[src/hw/rtl/ttlc_ram.sv]
// Generic simple dual-port RAM: one write port, one registered read port.
// No dependencies.
module ttlc_ram #(
    parameter int WIDTH = 8,
    parameter int DEPTH = 64
) (
    input  logic                     clk,
    input  logic                     we,
    input  logic [$clog2(DEPTH)-1:0] waddr,
    input  logic [WIDTH-1:0]         wdata,
    input  logic                     re,
    input  logic [$clog2(DEPTH)-1:0] raddr,
    output logic [WIDTH-1:0]         rdata
);

    logic [WIDTH-1:0] mem [DEPTH];

    // Write port
    always_ff @(posedge clk)
    begin
        if (we)
        begin
            mem[waddr] <= wdata;
        end
    end

    // Registered read port
    always_ff @(posedge clk)
    begin
        if (re)
        begin
            rdata <= mem[raddr];
        end
    end

endmodule

[config.mk]
export PLATFORM = sky130hd
export DESIGN_NAME = ttlc_ram
export DESIGN_NICKNAME = d
export VERILOG_FILES = /design/src/hw/rtl/ttlc_ram.sv
export SDC_FILE = /design/constraint.sdc
export NUM_CORES = 1
export LEC_CHECK = 0
export BUFFER_PORTS_ARGS = -buffer_cell sky130_fd_sc_hd__clkbuf_2
export CAP_MARGIN = 5
export CORE_ASPECT_RATIO = 1.1
export CORE_MARGIN = 2
export CORE_UTILIZATION = 65
export CTS_CLUSTER_DIAMETER = 60
export DETAILED_ROUTE_END_ITERATION = 8
export PLACE_DENSITY = 0.91
export SYNTH_ARGS = -nofsm -noshare
export SYNTH_HDL_FRONTEND = slang
export SYNTH_SLANG_ARGS = --single-unit
[constraint.sdc]
create_clock -name clk -period 5.9 [get_ports clk]
set_clock_uncertainty 0.1 [all_clocks]
set_input_delay 0.59 -clock clk [delete_from_list [all_inputs] [get_ports clk]]
set_output_delay 0.59 -clock clk [all_outputs]
set_load 0.01 [all_outputs]
## After elaboration in Yosys (flattened, before gate mapping)

Memory sizes are Yosys's and may differ from the RTL's. A register that Yosys moved wholly into a read port is not among the register bits.
Index checks and enable logic that the tools add are counted.
Widths: inputs -> output; s select.

| storage, ports and cells | value |
|---|---|
| bits in registers | 0 |
| input bits | 23 |
| ROM bits | 0 |
| bits in latches | 0 |
| output and inout bits | 8 |
| bits in writable memories | 512 |
| memories kept | 1 |
| word-level logic and storage cells | 3 |

Memories:

| memory | words | width | rd ports | clocked after memory_dff | write ports | line | source |
|---|---|---|---|---|---|---|---|
| mem | 64 | 8 | 1 | 1 | 1 | 16 | `logic [WIDTH-1:0] mem [DEPTH];` |

| operators by class | value |
|---|---|
| eq/ne operators | 0 |
| shift operators | 0 |
| reductions and logical operators | 0 |
| multipliers | 0 |
| bitwise operators | 0 |
| $lt $le $gt $ge | 0 |
| mux-type cells | 2 |
| div/mod/pow operators | 0 |
| $add $sub $neg | 0 |

Operators with widths:

| kind | count |
|---|---|
| $mux 1 | 2 |

## Logic depth before layout (Yosys ltp)

Gate-level depths: netlist of the first run.

| depth | value |
|---|---|
| depth in word-level cells | 2 |
| mapped depth | 9 |
| depth with buffers taken out | 5 |

## Least setup slack after synthesis of the first run

OpenSTA, ideal clock, no wires.

| path | value |
|---|---|
| path type | input to register |
| from | input raddr[1] |
| to | register rdata[3] (read register of mem), data pin |
| setup slack | 3.404 ns |
| path buffers | 3 |
| arrival time | 2.130 ns |
| stages on the path | 7 |
| library setup time | 0.266 ns |
| required time | 5.534 ns |
| cells stage by stage | buf_4 > buf_2 > buf_2 > mux4_2 > mux4_2 > o21ai_1 > o41ai_1 |

RTL lines:

| what | line | source |
|---|---|---|
| start: declaration | 12 | `input logic [$clog2(DEPTH)-1:0] raddr,` |
| end: declaration | 13 | `output logic [WIDTH-1:0] rdata` |

==> flow_summary.json, run 1 <==
{
  "filler_cell_count": 1504,
  "ant_nets": 0,
  "critPathKind": "input pin to flop",
  "htreeDepth": 2,
  "cts_hold_buf": 0,
  "worstMarginPinSlew_ps": 1320,
  "viasPerCell": 7.25,
  "period_needed_ps": 3480,
  "post_synth.cell_area_avg_um2": 21.5,
  "r2r-end": "rdata[0]",
  "path_clk_slew_ps": 70,
  "ir_drop_mv": 0.220,
  "nNetsFinal": 1005,
  "cp_cell_sequence": "clkbuf_8 -> buf_4 -> mux4_2 -> mux4_2 -> nor2_1 -> o32ai_1",
  "dpl.hpwl_mm": 25.8,
  "cts-root-buf": "clkbuf_16",
  "grt_busiest_layer": "met2",
  "gp_congestion": 0.895,
  "grt_use_met1_pct": 41.4,
  "globalRouteMet2Util_pct": 49.2,
  "wl_per_cell_um": 33.5,
  "synth.area.top_cells": "edfxtp_1 (77%), mux4_2 (14%), nor2_1 (1.5%)",
  "rsz0062_at_grt": "false",
  "synth_area_leader_cell": "edfxtp_1",
  "cpMostUsedCell": "mux4_2",
  "ys_ff_latch": 520,
  "grt_pass1_vias": 10500,
  "startpoint": "raddr[0]",
  "yosysWarningCount": 0,
  "multi_input_area_um2": 4320,
  "tns_ps": 0,
  "worst-r2r-setup-slack_ps": 3560,
  "drv_slew": 0,
  "seq_area_um2": 15600,
  "num_rows": 67,
  "grt_pass1_wl_mm": 70.5,
  "hold_viol": 0,
  "synth_edf_count": 520,
  "cts_resized": 0,
  "synth_cell_types": 39,
  "antenna_found_initial": 2,
  "worstHoldStart": "re",
  "reg2reg_depth": 5,
  "die_y_um": 189,
  "clockBufferDepth": 3,
  "coreArea_um2": 30600,
  "drt_wl_total_mm": 48.0,
  "firstDrtPassIters": 5,
  "placed_area_um2": 20700,
  "p_per_area_nw_per_um2": 335,
  "netlist_area_um2": 20200,
  "synth.net_count": 963,
  "grt.total_usage_pct": 30.7,
  "finalSetupViolCount": 0,
  "cts_tree": "yes",
  "num_vias": 10400,
  "slowest_stage": "buf_4",
  "final_area_um2": 22200,
  "layout-drive-gt1-share_pct": 24.8,
  "worstSetupStartpointType": "input pin",
  "die-area_um2": 32600,
  "drv_cap": 0,
  "clkLatencyLatePin_ps": 560,
  "hold_depth": 1,
  "cp_slowest_stage_delay_ps": 730,
  "yosysTopAreaCellShare_pct": 77.1,
  "dieWidth_um": 172,
  "cts_buffers": 46,
  "seq_area_frac_synth_pct": 77.1,
  "whs_endpoint": "rdata[6]",
  "min_period_over_period_pct": 58.9,
  "fmax_mhz": 288,
  "worstReg2RegStart": "mem[2][0]",
  "clock-sinks": 520,
  "ys.flop_type": "edfxtp_1",
  "synth.most_common_cell": "edfxtp_1",
  "synthArstFlopShare_pct": 0,
  "cp_data_arrival_time_ps": 3660,
  "end_kind": "flop",
  "overflow": 0,
  "port_buffers": 30,
  "postCtsSetupBuffers": 0,
  "dr.first_iter.drc_count": 1603,
  "globalRouteMet3Util_pct": 8.15,
  "status": "completed",
  "hold_path_class": "input pin to flop",
  "num_io_pins": 31,
  "grt_max_degree": 65,
  "path_max_fanout": 64,
  "drc_errors": 0,
  "area_delta_synth_final_pct": 9.81,
  "slew_headroom_pct": 12.2,
  "crit_required_ps": 6080,
  "syn_inst": 940,
  "leakagePower_nw": 6.89,
  "start_util_pct": 66.2,
  "synth_common_cells": "edfxtp_1 (520), mux4_2 (126), nor2_1 (83)"
}
report_power, final:
group | internal, mW | switching [mW] | total (mW)
logic | 0.137 | 0.245 | 0.382
registers | 4.10 | 0.0117 | 4.11
clock network | 1.64 | 1.31 | 2.95
total | 5.88 | 1.57 | 7.44
per-stage QoR:
stage	cells	setup WS (ps)	total power [mW]	utilization (%)	hold slack [ps]
floorplan	940	3400	4.40	-	589
global route	1432	2250	7.58	72.7	366
finish	1433	2420	7.44	72.7	367
CTS	1429	2490	7.43	72.5	348
global placement	1345	2000	4.52	67.7	799
detailed placement	1345	1910	4.55	67.7	847
cells by family after synthesis:
logic type | after synthesis | share of synthesized area [%]
and+or+nand+nor | 153 | 3.37
muxes | 162 | 15.9
DFF | 520 | 77.1
AOI/OAI and AO/OA | 54 | 2.06
buffers and inverters | 51 | 1.56
layout by cell type (no fill, tap or decap), types with 2 or more instances in the layout:
cell and instances:
nor4_1 2, nand4_1 2, mux4_2 126, clkinvlp_4 4, o21a_1 2, mux2i_1 23, clkinv_1 11, bufinv_16 3
o22ai_1 8, a22oi_1 3, o41ai_1 2, nand2b_1 7, nand2_1 19, buf_4 14, clkbuf_2 27, a221oi_1 6
edfxtp_1 520, mux2_2 13, nor3_1 7, o21ai_0 2, nand3b_1 3, nand3_1 13, o221a_2 2, o2111ai_1 3
o32ai_1 2, nor2_1 83, o221ai_1 8, a2111oi_0 2, clkinv_2 9, clkbuf_1 7, o21ai_1 2, nor2b_1 14
a211oi_1 4, a21oi_1 3, o2bb2ai_1 3, buf_12 3, clkbuf_16 49
layout make-up:
type                    instances  share of cell area (%)
flip-flops and latches        520                    70.2
well taps                     414                    2.33
clock inverters                28                   0.968
clock buffers                  56                    5.63
repair buffers                 45                    1.41
diodes                          1                  0.0113
multi-input cells             369                    19.4
flip-flops by register name, summed over array words and instances, names as in the netlist:
signal and cells:
mem 512, rdata 8
worst max path at each step:
stage                     cells after the start  slack (ps)        to
after CTS                                     6        2490  rdata[6]
after global placement                        6        2000  rdata[6]
after detailed placement                      6        1910  rdata[6]
final                                         6        2420  rdata[6]
after floorplan                               7        3400  rdata[3]
after global routing                          6        2250  rdata[6]
per-layer routing:
layer  vias up  wire length [µm]
li1       4021                 -
met1      5168             15800
met2      1023             23500
met3       180              6390
met4         4              2270
met5         -                30
worst max-delay path: cells and delay by family:
family,cells,cell delay [ps]
AO/OA/AOI/OAI,1,190
buffers and inverters,2,1310
multiplexers,2,1110
AND/OR/NAND/NOR,1,370
Note: power is estimated with default switching activity, not from simulation.
==> run 2, diff against run 1 <==
- CORE_UTILIZATION: 65 -> 56
- PLACE_DENSITY: 0.91 -> 0.84
- clock period: 5.9 -> 2.85 ns (I/O delays scaled with it)
==> flow_summary.json, run 2 (same netlist as run 1, synthesis figures left out) <==
{
  "nNetsFinal": 1093,
  "hold_viol": 0,
  "ir_drop_mv": 0.389,
  "ant_nets": 0,
  "grt.total_usage_pct": 24.7,
  "p_per_area_nw_per_um2": 687,
  "grt_pass1_wl_mm": 66.9,
  "cts-root-buf": "clkbuf_16",
  "min_period_over_period_pct": 84.5,
  "cts_tree": "yes",
  "period_needed_ps": 2410,
  "largest_reg_flops": 512,
  "num_vias": 10300,
  "dpl.hpwl_mm": 27.1,
  "final_common_cell": "edfxtp_1",
  "firstDrtPassIters": 6,
  "clkLatencyLatePin_ps": 570,
  "gp_congestion": 0.864,
  "viasPerCell": 6.45,
  "coreArea_um2": 35900,
  "antenna_found_initial": 2,
  "grt_pass1_vias": 10500,
  "crit_required_ps": 3050,
  "path_max_fanout": 1,
  "num_rows": 73,
  "path_clk_slew_ps": 70,
  "rsz0062_at_grt": "false",
  "worstMarginPinSlew_ps": 737,
  "worstSetupStartpointType": "flop",
  "filler_cell_count": 2159,
  "power_mw": 15.9,
  "slew_headroom_pct": 50.9,
  "drt_wl_total_mm": 44.7,
  "status": "completed",
  "leakagePower_nw": 7.44,
  "end_kind": "flop",
  "finalSetupViolCount": 0,
  "htreeDepth": 2,
  "fin_util_pct": 64.6,
  "clock-sinks": 520,
  "area_delta_synth_final_pct": 14.5,
  "layout-drive-gt1-share_pct": 30.8,
  "cts_resized": 0,
  "dp_slack_ps": 102,
  "dr.first_iter.drc_count": 1625,
  "postCtsSetupBuffers": 0,
  "die_y_um": 203,
  "drv_slew": 0,
  "critPathKind": "flop to flop",
  "tns_ps": 0,
  "wl_per_cell_um": 28.0,
  "clockBufferDepth": 3,
  "fmax_mhz": 415,
  "grt_max_degree": 65,
  "drv_cap": 0,
  "setup_ws_ps": 443,
  "num_io_pins": 31,
  "hold_path_class": "input pin to flop",
  "start_util_pct": 56.4,
  "overflow": 0,
  "cts_buffers": 49,
  "drc_errors": 0,
  "top_register": "mem",
  "mostFrequentLayoutCells": "edfxtp_1 (520), mux4_2 (126), buf_4 (95)",
  "largest_registers": "mem x512, rdata x8",
  "dieWidth_um": 185,
  "port_buffers": 30,
  "cp_data_arrival_time_ps": 2600,
  "die-area_um2": 37700,
  "cts_hold_buf": 0
}
[run 2: changes by cell type in the layout (fill, tap and decap cells not counted), sizes merged]
cell	before	now
clkbuf	84	87
clkinv	20	21
bufinv	3	7
diode	1	2
buf	17	102
inv	1	2
clkinvlp	4	2
[run 2: layout make-up]
type / count / area (µm²) / area share [%]
tap: 487 / 609 / 2.63
clock buffer: 59 / 1310 / 5.63
sequential: 520 / 15600 / 67.3
timing repair buffer: 130 / 1000 / 4.32
antenna: 2 / 5.00 / 0.0216
clock inverter: 32 / 335 / 1.45
multi-input combinational: 369 / 4320 / 18.6
[run 2: power breakdown]
group | switching (mW) | total, mW | leakage, nW | internal [mW]
Combinational | 0.489 | 0.802 | 1.96 | 0.314
Clock | 2.71 | 6.62 | 0.802 | 3.90
Sequential | 0.0241 | 8.51 | 4.69 | 8.48
Total | 3.23 | 15.9 | 7.44 | 12.7
[run 2: path summary, 6_finish.rpt]
kind                            startpoint  endpoint  slack (ps)  cells after the start
worst max-delay path            mem[21][4]  rdata[4]         440                      5
worst min-delay path                    re  rdata[7]          60                      1
worst max register to register  mem[21][4]  rdata[4]         440                      5
worst min register to register  mem[34][1]  rdata[1]         880                      4
[run 2: layer usage]
metal / track usage (%) / wire length (µm) / vias up / share of wire [%]
met5: 0 / 13 / - / 0.029
met4: 9.84 / 1890 / 2 / 4.2
met3: 5.18 / 5020 / 133 / 11
met2: 39.5 / 22000 / 716 / 49
met1: 33.9 / 15800 / 5249 / 35
li1: - / - / 4206 / -
[run 2: per-stage QoR]
step                      instances  hold WS (ps)  area (µm²)
after floorplan                 940           284       20200
after global placement         1506           600       21500
after detailed placement       1506           615       21500
after CTS                      1597          24.2       23200
after global routing           1598          44.0       23200
final                          1599          59.0       23200
[run 2: critical path: stages (launching register included)]
cell and delay [ps]:
edfxtp_1 390, mux4_2 490, mux2_2 290, o221a_2 290, nor3_1 400, o32ai_1 170
