## config.mk

```make
export PLATFORM = sky130hd
export DESIGN_NAME = ttlc_expiry
export DESIGN_NICKNAME = d
export VERILOG_FILES = /design/src/hw/rtl/ttlc_pkg.sv /design/src/hw/rtl/ttlc_expiry.sv
export SDC_FILE = /design/constraint.sdc
export NUM_CORES = 1
export LEC_CHECK = 0
export BUFFER_PORTS_ARGS = -buffer_cell sky130_fd_sc_hd__buf_4
export CORE_AREA = 3 3 119 121
export DETAILED_ROUTE_END_ITERATION = 7
export DIE_AREA = 0 0 122 124
export GPL_ROUTABILITY_DRIVEN = 1
export PLACE_DENSITY = 0.78
export SETUP_SLACK_MARGIN = 0.3
export SLEW_MARGIN = 30
export SYNTH_ARGS = -nofsm -noshare
export SYNTH_HDL_FRONTEND = slang
export SYNTH_SLANG_ARGS = --single-unit
```

## constraint.sdc

```tcl
create_clock -name clk -period 4.81 [get_ports clk]
set_input_delay 0.7215 -clock clk [delete_from_list [all_inputs] [get_ports clk]]
set_output_delay 0.7215 -clock clk [all_outputs]
set_load 0.005 [all_outputs]
```

## src/hw/rtl/ttlc_pkg.sv

```systemverilog
// Shared types and constants of the TTL LRU cache table.
// No dependencies.
package ttlc_pkg;

    localparam int DEF_ENTRIES  = 64;
    localparam int CFG_IDX_W    = 2;
    localparam int CFG_DATA_W   = 31;
    localparam int DEFAULT_TTL  = 60;

    localparam logic [6:0]  CAPACITY_RST = 7'd64;
    localparam logic [30:0] MIN_TTL_RST  = 31'd0;
    localparam logic [30:0] MAX_TTL_RST  = 31'd86400;

    typedef enum logic [CFG_IDX_W-1:0] {
        REG_CAPACITY = 2'd0,
        REG_MIN_TTL  = 2'd1,
        REG_MAX_TTL  = 2'd2
    } reg_idx_t;

    typedef enum logic [1:0] {
        CMD_GET    = 2'd0,
        CMD_PUT    = 2'd1,
        CMD_REMOVE = 2'd2,
        CMD_CLEAR  = 2'd3
    } cmd_t;

    typedef struct packed {
        logic [1:0]         cmd;
        logic [63:0]        domain_key;
        logic [15:0]        query_type;
        logic [31:0]        now_secs;
        logic [31:0]        value_in;
        logic signed [31:0] ttl_req;
        logic               has_answers;
        logic [30:0]        first_answer_ttl;
    } in_item_t;

    typedef struct packed {
        logic        found;
        logic [31:0] value_out;
        logic [31:0] remaining_secs;
        logic        evicted;
    } out_item_t;

    typedef struct packed {
        logic [63:0] domain;
        logic [15:0] qtype;
        logic [31:0] value;
        logic [31:0] expiry;
    } entry_pay_t;

    typedef enum logic [2:0] {
        ST_IDLE,
        ST_SCAN,
        ST_DECIDE,
        ST_SWEEP,
        ST_FINISH
    } state_t;

    typedef enum logic [2:0] {
        UPD_NONE,
        UPD_CLEAR,
        UPD_DROP,
        UPD_RECENT,
        UPD_INSERT
    } upd_mode_t;

endpackage

```

## src/hw/rtl/ttlc_expiry.sv

```systemverilog
// TTL selection, clamping and saturating expiry for a put.
// Depends on ttlc_pkg.
module ttlc_expiry (
    input  logic               clk,
    input  ttlc_pkg::in_item_t item,
    input  logic [30:0]        min_ttl,
    input  logic [30:0]        max_ttl,
    output logic [31:0]        expiry
);
    import ttlc_pkg::*;

    logic [30:0] raw_ttl;
    logic [30:0] ttl_lim;
    logic [30:0] ttl_reg;
    logic [32:0] sum;
    logic [31:0] expiry_reg;

    // Pick the TTL source: override, first answer or default
    always_comb
    begin
        if (item.ttl_req[31])
        begin
            raw_ttl = item.has_answers ? item.first_answer_ttl : 31'(DEFAULT_TTL);
        end
        else
        begin
            raw_ttl = item.ttl_req[30:0];
        end
        if (raw_ttl < min_ttl)
        begin
            ttl_lim = min_ttl;
        end
        else if (raw_ttl > max_ttl)
        begin
            ttl_lim = max_ttl;
        end
        else
        begin
            ttl_lim = raw_ttl;
        end
    end

    // Add to the current time and saturate
    assign sum = {1'b0, item.now_secs} + {2'b00, ttl_reg};

    always_ff @(posedge clk)
    begin
        ttl_reg    <= ttl_lim;
        expiry_reg <= sum[32] ? 32'hFFFF_FFFF : sum[31:0];
    end

    assign expiry = expiry_reg;

endmodule

```

=== Word level (Yosys, flattened, before mapping) ===
Index checks and enable logic that the tools add are counted.
Widths: inputs -> output; s select.

* Add/sub/neg operators: 1
* Magnitude comparators: 2
* Mux-type cells: 4

{| class="wikitable"
|+ Operator list
! kind !! count
|-
| $mux 31 || 4
|-
| $add 32x31->33 || 1
|-
| $gt 31x31->1 || 1
|-
| $lt 31x31->1 || 1
|}

* Register bits after elaboration: 63
* Bits of input ports: 273
* Output and inout bits: 32

=== Depth between registers and ports, before layout ===
Gate-level depths: netlist of run 1.

* Depth after elaboration: 5
* Depth in mapped cells: 16
* Gate-level depth less buffers: 12

=== Worst setup path after synthesis of run 1 ===
OpenSTA, ideal clock, no wires.

* Path kind: input port to flip-flop
* From: in item[63] (netlist bit)
* To: reg ttl_reg[0]
* Library setup time: 0.121 ns
* Data arrival time: 3.367 ns
* Data required time: 4.689 ns
* Slack: 1.322 ns
* Cell stages on the path: 14
* Path buffers: 2
* Path through: and2_1 > buf_6 > clkbuf_1 > nand2_1 > o21ai_0 > ha_1 > a21o_1 > a21o_1 > a21oi_2 > o21ai_1 > a2111oi_2 > nor2_1 > nor3_4 > mux2_2

* Longest elaborated chain between the ends: 4
* Elaborated cells between the ends (all ways): 5

{| class="wikitable"
|+ RTL lines
! item !! line !! text
|-
| start: declaration || ttlc_expiry.sv:5 || <nowiki>input ttlc_pkg::in_item_t item,</nowiki>
|-
| $mux 31 (*) || ttlc_expiry.sv:21 || <nowiki>if (item.ttl_req[31])</nowiki>
|-
| $gt 31x31->1 || ttlc_expiry.sv:33 || <nowiki>else if (raw_ttl > max_ttl)</nowiki>
|-
| $mux 31 || ttlc_expiry.sv:33 ||
|-
| $mux 31 (*) || ttlc_expiry.sv:29 || <nowiki>if (raw_ttl < min_ttl)</nowiki>
|-
| named net ttl_lim[0] || ttlc_expiry.sv:13 || <nowiki>logic [30:0] ttl_lim;</nowiki>
|-
| end signal: assignment || ttlc_expiry.sv:48 || <nowiki>ttl_reg <= ttl_lim;</nowiki>
|-
| end: declaration || ttlc_expiry.sv:14 || <nowiki>logic [30:0] ttl_reg;</nowiki>
|}

Mark *: on every way through the listed nets, which the timed path passes. The rest lies on a longest branch.
A chain may end at the register's enable or synchronous reset.

=== Final worst setup path of run 1 ===
Same ends and word-level chain as after synthesis.

==> results.yml, run 1 <==
timing:
  setup_ws_ps: 926
  worst_clock_skew_ps: 3.51
  maxSlewViolCount: 0
  maxSlewHeadroom_pct: 62.4
  fmax_ghz: 0.257
  worst_slew_pin_slew_ps: 558
  setup_viol: 0
  rsz0062_at_grt: "false"
  finalHoldViolCount: 0
  post-route-min-period_ps: 3880
  final.period_utilization_pct: 80.8
  finalSetupTns_ps: 0
synthesis:
  synth_top_family_by_area: "adder cells"
  synth-simple-area-share_pct: 14.2
  ys_seq_area_share_pct: 21.8
  yosys_warnings: 0
  async_flop_share_pct: 0
  synth_xor_area_share_pct: 4.08
  synth.area.mux_share_pct: 10.7
  synth-main-ff-cell: "dfxtp_1"
  synth-compound-area-share_pct: 19.9
  synth_nets: 1093
  ys_types: 55
  syn_inst: 727
  synth-edff-count: 0
  synth_seq_cells: 63
  synthAdderAreaFrac_pct: 20.2
  synth.avg_cell_area_um2: 7.97
  synth.cell_area_mm2: 0.00579
finish:
  drive_above_1_share_pct: 24.1
  final_core_util_pct: 57.7
  nets: 1275
  nFillCells: 1208
  final-seq-area_mm2: 0.00126
  antenna_cells: 0
  stdcell_area_mm2: 0.00761
  synthToLayoutAreaGrowth_pct: 31.4
  largest_reg_flops: 32
  multiInputGateArea_mm2: 0.00400
pwr:
  pwr-share-comb_pct: 45.7
  p_switching_w: 0.000775
  clkPwrFrac_pct: 24.2
  powerDensity_mw_per_mm2: 315
  power.internal_w: 0.00163
  p_leak_nw: 4.21
  ir_drop_uv: 139
  p_total_w: 0.00240
  pwr-share-seq_pct: 30.1
  swShare_pct: 32.3
place:
  place_congestion: 0.908
  dp_hpwl_um: 13500
  numPortBuffers: 190
  place_area_mm2: 0.00733
  pre_cts_slack_ps: 635
setup_path:
  cp-start-kind: "input port"
  r2r-start: "ttl_reg[0]"
  crit_path_cell_trace: "buf_4 -> and2_1 -> buf_4 -> nand2_1 -> o21ai_0 -> ha_1 -> a21o_1 -> a21o_1 -> a21oi_2 -> o21ai_1 -> a2111oi_2 -> nor2_1 -> nor3_4 -> buf_12 -> mux2_2"
  worst-r2r-setup-slack_ps: 1570
  required_ps: 5010
  path_delay_family: "compound AO/OA/AOI/OAI gates"
  path_class: "input port to flop"
  cp_num_buf_inv: 3
  crit_path_max_fanout: 34
  cp-end-kind: "flop"
  r2r_end: "expiry[31]"
  max_stage_delay_ps: 380
  cp_slowest_cell: "mux2_2"
  cp.arrival_ps: 4090
  rr_worst_depth: 10
floorplan:
  num_rows: 42
  initial_core_util_pct: 43.9
  io_pins: 305
  die_x_um: 122
  fp.coreArea_mm2: 0.0132
  die_area_mm2: 0.0151
  fp.dieH_um: 124
clocking:
  htree_levels: 3
  cts_made_buffers: 9
  cts_setup_buffers: 0
  clk_pin_slew_ps: 50
  worst_skew_pair.late_latency_ps: 320
  tritoncts: "yes"
  clkSinkCount: 63
  cts_buffer_depth: 2
  cts-root-buf: "clkbuf_16"
  cts_hold_buf: 0
  cts_resized: 0
global_routing:
  antenna_found_initial: 1
  grt_pass1_vias: 5053
  grt-ovfl-total: 0
  grt_use_total_pct: 19.7
  grt_max_degree: 35
  grt_first_pass_wirelength_um: 23700
drt:
  drt_iter0_drc: 265
  firstDrtPassIters: 5
  wl_um: 15500
  vias: 5573
  antenna_left: 0
  vias_per_cell: 5.12
  post-route-drc-count: 0
  wl_per_cell_um: 14.2
status:
  status: "completed"
hold_path:
  hold_depth: 2
  min_from: "ttl_reg[0]"
  hold_end: "expiry[0]"
  hp-class: "flop to flop"
job:
  maxCapViolCount: 0
==> worst max path at each step <==
| stage | startpoint | to | slack (ps) | cells past startpoint |
|---|---|---|---|---|
| finish | item[63] | ttl_reg[0] | 930 | 15 |
| global route | item[63] | ttl_reg[16] | 620 | 15 |
| CTS | item[63] | ttl_reg[0] | 970 | 15 |
| detailed placement | item[63] | ttl_reg[0] | 630 | 15 |
| global placement | item[63] | ttl_reg[0] | 650 | 15 |
| floorplan | item[63] | ttl_reg[0] | 1320 | 14 |
==> layer usage <==
layer / part of all wire (%) / track usage, % / wire [um]
met5: 0.058 / 0 / 9
met3: 7.5 / 3.95 / 1170
met1: 47 / 27.5 / 7290
met2: 44 / 30.4 / 6740
met4: 1.7 / 6.65 / 259
==> power by group through the flow <==
stage / logic [W] / registers (W) / clock network, W
floorplan: 0.000667 / 0.000741 / 0
global placement: 0.00108 / 0.000732 / 0
detailed placement: 0.00109 / 0.000734 / 0
CTS: 0.00110 / 0.000725 / 0.000597
global route: 0.00122 / 0.000738 / 0.000619
finish: 0.00110 / 0.000722 / 0.000580
==> worst register-to-register path: stages (launching register included) <==
cell      delay, ps
dfxtp_1         300
ha_1            220
fa_1            440
a211oi_1        310
o211ai_1        150
a41oi_1         360
nor2_2          110
a21oi_1         220
a211o_1         520
o211ai_1        190
a311o_1         310
==> area by class of cell <==
cell class	count	area share [%]
Tap cell	176	2.89
Sequential cell	63	16.6
Timing Repair Buffer	195	19.6
Inverter	96	4.73
Clock buffer	15	3.65
Multi-Input combinational cell	544	52.6
==> stage by stage <==
stage | hold WS [ps] | instances
after global routing | 576 | 1089
after CTS | 544 | 1089
after detailed placement | 532 | 1074
after global placement | 517 | 1074
final | 537 | 1089
after floorplan | 497 | 727
==> cells in the final DEF (no fill, tap or decap), types with 24 or more instances in the layout <==
master / count
buf_4: 193
inv_1: 96
ha_1: 92
nand2_1: 81
dfxtp_1: 63
mux2i_1: 61
a21oi_1: 59
o21ai_0: 53
a21o_1: 25
nor2_1: 24
==> kinds of logic after synthesis <==
group           after synthesis
compound gates              188
xor+xnor                     27
fa+ha+maj                    93
buf+inv                     120
flops                        63
mux                          62
simple gates                174
==> synthesized netlist by cell type (2+ instances only) <==
cell type	instances	area, um2
o21a_1	3	22.5
nand2_1	81	304
nor3_1	6	30.0
and3_1	2	12.5
nand4_1	15	93.8
o31ai_1	2	15.0
ha_1	92	1150
o22a_1	4	35.0
buf_2	2	10.0
nor2b_1	5	31.3
a41oi_1	3	26.3
and2_1	4	25.0
buf_4	3	22.5
o21ai_1	3	15.0
clkbuf_1	12	45.0
a21oi_1	59	295
nand3_1	14	70.1
a211o_1	2	17.5
o211ai_1	8	60.1
nor4_1	4	25.0
xnor2_1	16	140
nand2b_1	6	37.5
a31oi_1	2	12.5
nor2_1	24	90.1
a211oi_1	9	67.6
o21ai_0	53	265
o21bai_1	5	37.5
inv_1	96	360
buf_6	4	45.0
a21o_1	25	188
mux2i_1	61	611
or2_2	5	31.3
dfxtp_1	63	1260
xor2_1	11	96.3
buf_8	3	45.0
No activity file was read; power rests on OpenSTA's default activity.
==> run 2, diff against run 1 <==
ABC_AREA = 1   (was default)
CORE_AREA = default   (was 3 3 119 121)
CORE_MARGIN = 3   (was default)
CORE_UTILIZATION = 43   (was default)
DIE_AREA = default   (was 0 0 122 124)
PLACE_DENSITY = 0.79   (was 0.78)
clock period = 3.2 ns   (was 4.81 ns; I/O delays follow)
==> run 2 against run 1 <==
Compared with the run above:
- critical path depth up 6
- register-to-register slack worse by 630 ps
- clock skew up 1.9 ps
- wire length up 24%
- sequential power up 52%
- largest power group unchanged
- highest routed layer is now met4
==> results.yml, run 2 <==
place:
  dp_hpwl_um: 16500
  numPortBuffers: 190
  place_congestion: 0.964
synthesis:
  synth.area.mux_share_pct: 0
  ys_seq_area_share_pct: 20.5
  synth.avg_cell_area_um2: 6.27
  synth.most_common_cell: "nand2_1"
  async_flop_share_pct: 0
  syn_inst: 981
  yosysTopAreaCellShare_pct: 20.5
  synth_xor_area_share_pct: 1.71
  synth_top_family_by_area: "simple AND/OR/NAND/NOR gates"
  synth-compound-area-share_pct: 13.9
  ys_types: 34
  synthAdderAreaFrac_pct: 19.0
  ys_top_cells_by_count: "nand2_1 (274), inv_1 (164), nand3_1 (112)"
  yosys_warnings: 0
  synth_top_area_cell: "dfxtp_1"
  yosys-top-cells-area: "dfxtp_1 (21%), ha_1 (19%), nand2_1 (17%)"
  synth_nets: 1347
  synth-simple-area-share_pct: 32.6
  synth-main-ff-cell: "dfxtp_1"
  synth_seq_cells: 63
  synth-edff-count: 0
  synth.cell_area_mm2: 0.00615
pwr:
  p_switching_w: 0.00148
  swShare_pct: 35.5
  p_leak_nw: 4.84
  power.internal_w: 0.00269
  powerDensity_mw_per_mm2: 500
  pwr-share-comb_pct: 46.2
  pwr-share-seq_pct: 26.3
  ir_drop_uv: 284
  clkPwrFrac_pct: 27.5
finish:
  final_core_util_pct: 59.8
  nFillCells: 1365
  drive_above_1_share_pct: 21.4
  antenna_cells: 0
  largest_reg_flops: 32
  final_common_cell: "nand2_1"
  final_cell_mix: "nand2_1 (274), buf_4 (214), inv_1 (164), nand3_1 (112), ha_1 (92)"
  synthToLayoutAreaGrowth_pct: 35.5
  nets: 1553
global_routing:
  grt_use_total_pct: 24.0
  grt_max_degree: 32
  antenna_found_initial: 0
  grt-ovfl-total: 0
  grt_pass1_vias: 6615
  grt_first_pass_wirelength_um: 31100
timing:
  hold_slack_ps: 350
  maxSlewViolCount: 0
  worst_clock_skew_ps: 5.45
  fmax_ghz: 0.380
  finalSetupTns_ps: 0
  maxSlewHeadroom_pct: 53.8
  rsz0062_at_grt: "false"
  setup_viol: 0
  post-route-min-period_ps: 2630
  worst_slew_pin_slew_ps: 686
  final.period_utilization_pct: 82.3
  finalHoldViolCount: 0
setup_path:
  r2r_end: "expiry[5]"
  crit_path_max_fanout: 24
  cp.arrival_ps: 2840
  cp-start-kind: "input port"
  path_class: "input port to flop"
  required_ps: 3410
  rr_worst_depth: 11
  r2r-start: "ttl_reg[0]"
  cp-end-kind: "flop"
  cp-startpoint: "item[63]"
  worst-r2r-setup-slack_ps: 940
drt:
  antenna_left: 0
  drt_iter0_drc: 365
  vias: 6897
  post-route-drc-count: 0
  wl_per_cell_um: 14.0
  firstDrtPassIters: 5
  wl_um: 19200
  vias_per_cell: 5.03
hold_path:
  hp-class: "input port to flop"
  hold_end: "ttl_reg[26]"
  hold_depth: 3
  min_from: "min_ttl[26]"
clocking:
  clkSinkCount: 63
  cts-root-buf: "clkbuf_16"
  htree_levels: 3
  clk_pin_slew_ps: 50
  cts_buffer_depth: 2
  cts_hold_buf: 0
  cts_made_buffers: 9
  tritoncts: "yes"
  worst_skew_pair.late_latency_ps: 340
floorplan:
  die_x_um: 126
  die_area_mm2: 0.0158
  initial_core_util_pct: 44.1
  fp.coreArea_mm2: 0.0139
  num_rows: 43
  io_pins: 305
  fp.dieH_um: 126
job:
  maxCapViolCount: 0
status:
  status: "completed"
## run 2: changes by cell type after synthesis, moves of 22 or more
cell     before  now
a22oi_1       0   26
o21ai_0      53   31
nand2_1      81  274
nand3_1      14  112
inv_1        96  164
nor2_1       24   59
mux2i_1      61    0
## run 2: metal layers
layer | GRT usage [%] | share of wire, % | vias up
met5 | 0 | 0 | -
met4 | 6.95 | 1.9 | 0
met3 | 4.23 | 8.0 | 26
met2 | 40.1 | 46 | 261
met1 | 31.9 | 44 | 3013
li1 | - | - | 3597
## run 2: how the worst max path moves through the flow
stage | slack, ps | to | cells past startpoint
2_1_floorplan | 550 | ttl_reg[10] | 16
3_3_place_gp | 140 | ttl_reg[5] | 17
3_5_place_dp | 110 | ttl_reg[5] | 17
4_1_cts | 450 | ttl_reg[5] | 17
5_1_grt | 310 | ttl_reg[5] | 21
6_report | 570 | ttl_reg[5] | 21
## run 2: layout make-up
cell class / instances / area, um2 / area share (%)
multi-input cells: 729 / 4190 / 50.3
flip-flops and latches: 63 / 1260 / 15.1
repair buffers: 217 / 1670 / 20.0
clock buffers: 11 / 253 / 3.03
inverters: 167 / 632 / 7.58
well taps: 180 / 225 / 2.70
clock inverters: 5 / 104 / 1.25
## run 2: timing repair
action | 4_1_cts | 5_1_grt
buffers inserted | 0 | 0
gates resized for setup | 0 | 15
setup endpoints to repair | 0 | 31
## run 2: power by group through the flow
stage	Sequential (W)	Clock, W	Combinational (W)
3_5_place_dp	0.00112	0	0.00190
2_1_floorplan	0.00113	0	0.00110
5_1_grt	0.00112	0.00120	0.00217
3_3_place_gp	0.00111	0	0.00188
4_1_cts	0.00110	0.00116	0.00191
6_report	0.00110	0.00115	0.00193
## run 2: per-stage QoR
step,instances,cell area [um2],setup slack (ps),total power (W)
final,1372,8330,566,0.00417
after global routing,1372,8330,307,0.00449
after CTS,1372,8280,445,0.00418
after detailed placement,1356,7920,106,0.00302
after global placement,1356,7920,144,0.00299
after floorplan,981,6150,545,0.00223
## run 2: cells by family (layout without fill, tap and decap cells)
group                    Yosys count  count (layout)
AO/OA/AOI/OAI                    146             146
adder cells (fa/ha/maj)           93              93
flip-flops                        63              63
XOR/XNOR                          12              12
buffers and inverters            189             400
AND/OR/NAND/NOR                  478             478
## run 2: critical path, stage by stage
cell      delay, ps
buf_4           130
nand2_1          80
clkinv_1        110
buf_12          180
a22oi_1         150
buf_4           160
inv_1            50
ha_1            280
nand2_1          70
nand2_1          50
nand2_1          50
nand2_1          40
nand2_1          70
nand2_1          60
a21oi_2         190
nand2_1         110
nand2_1          90
buf_4           230
nand2_1          80
nand3_1          70
nand2_1          90
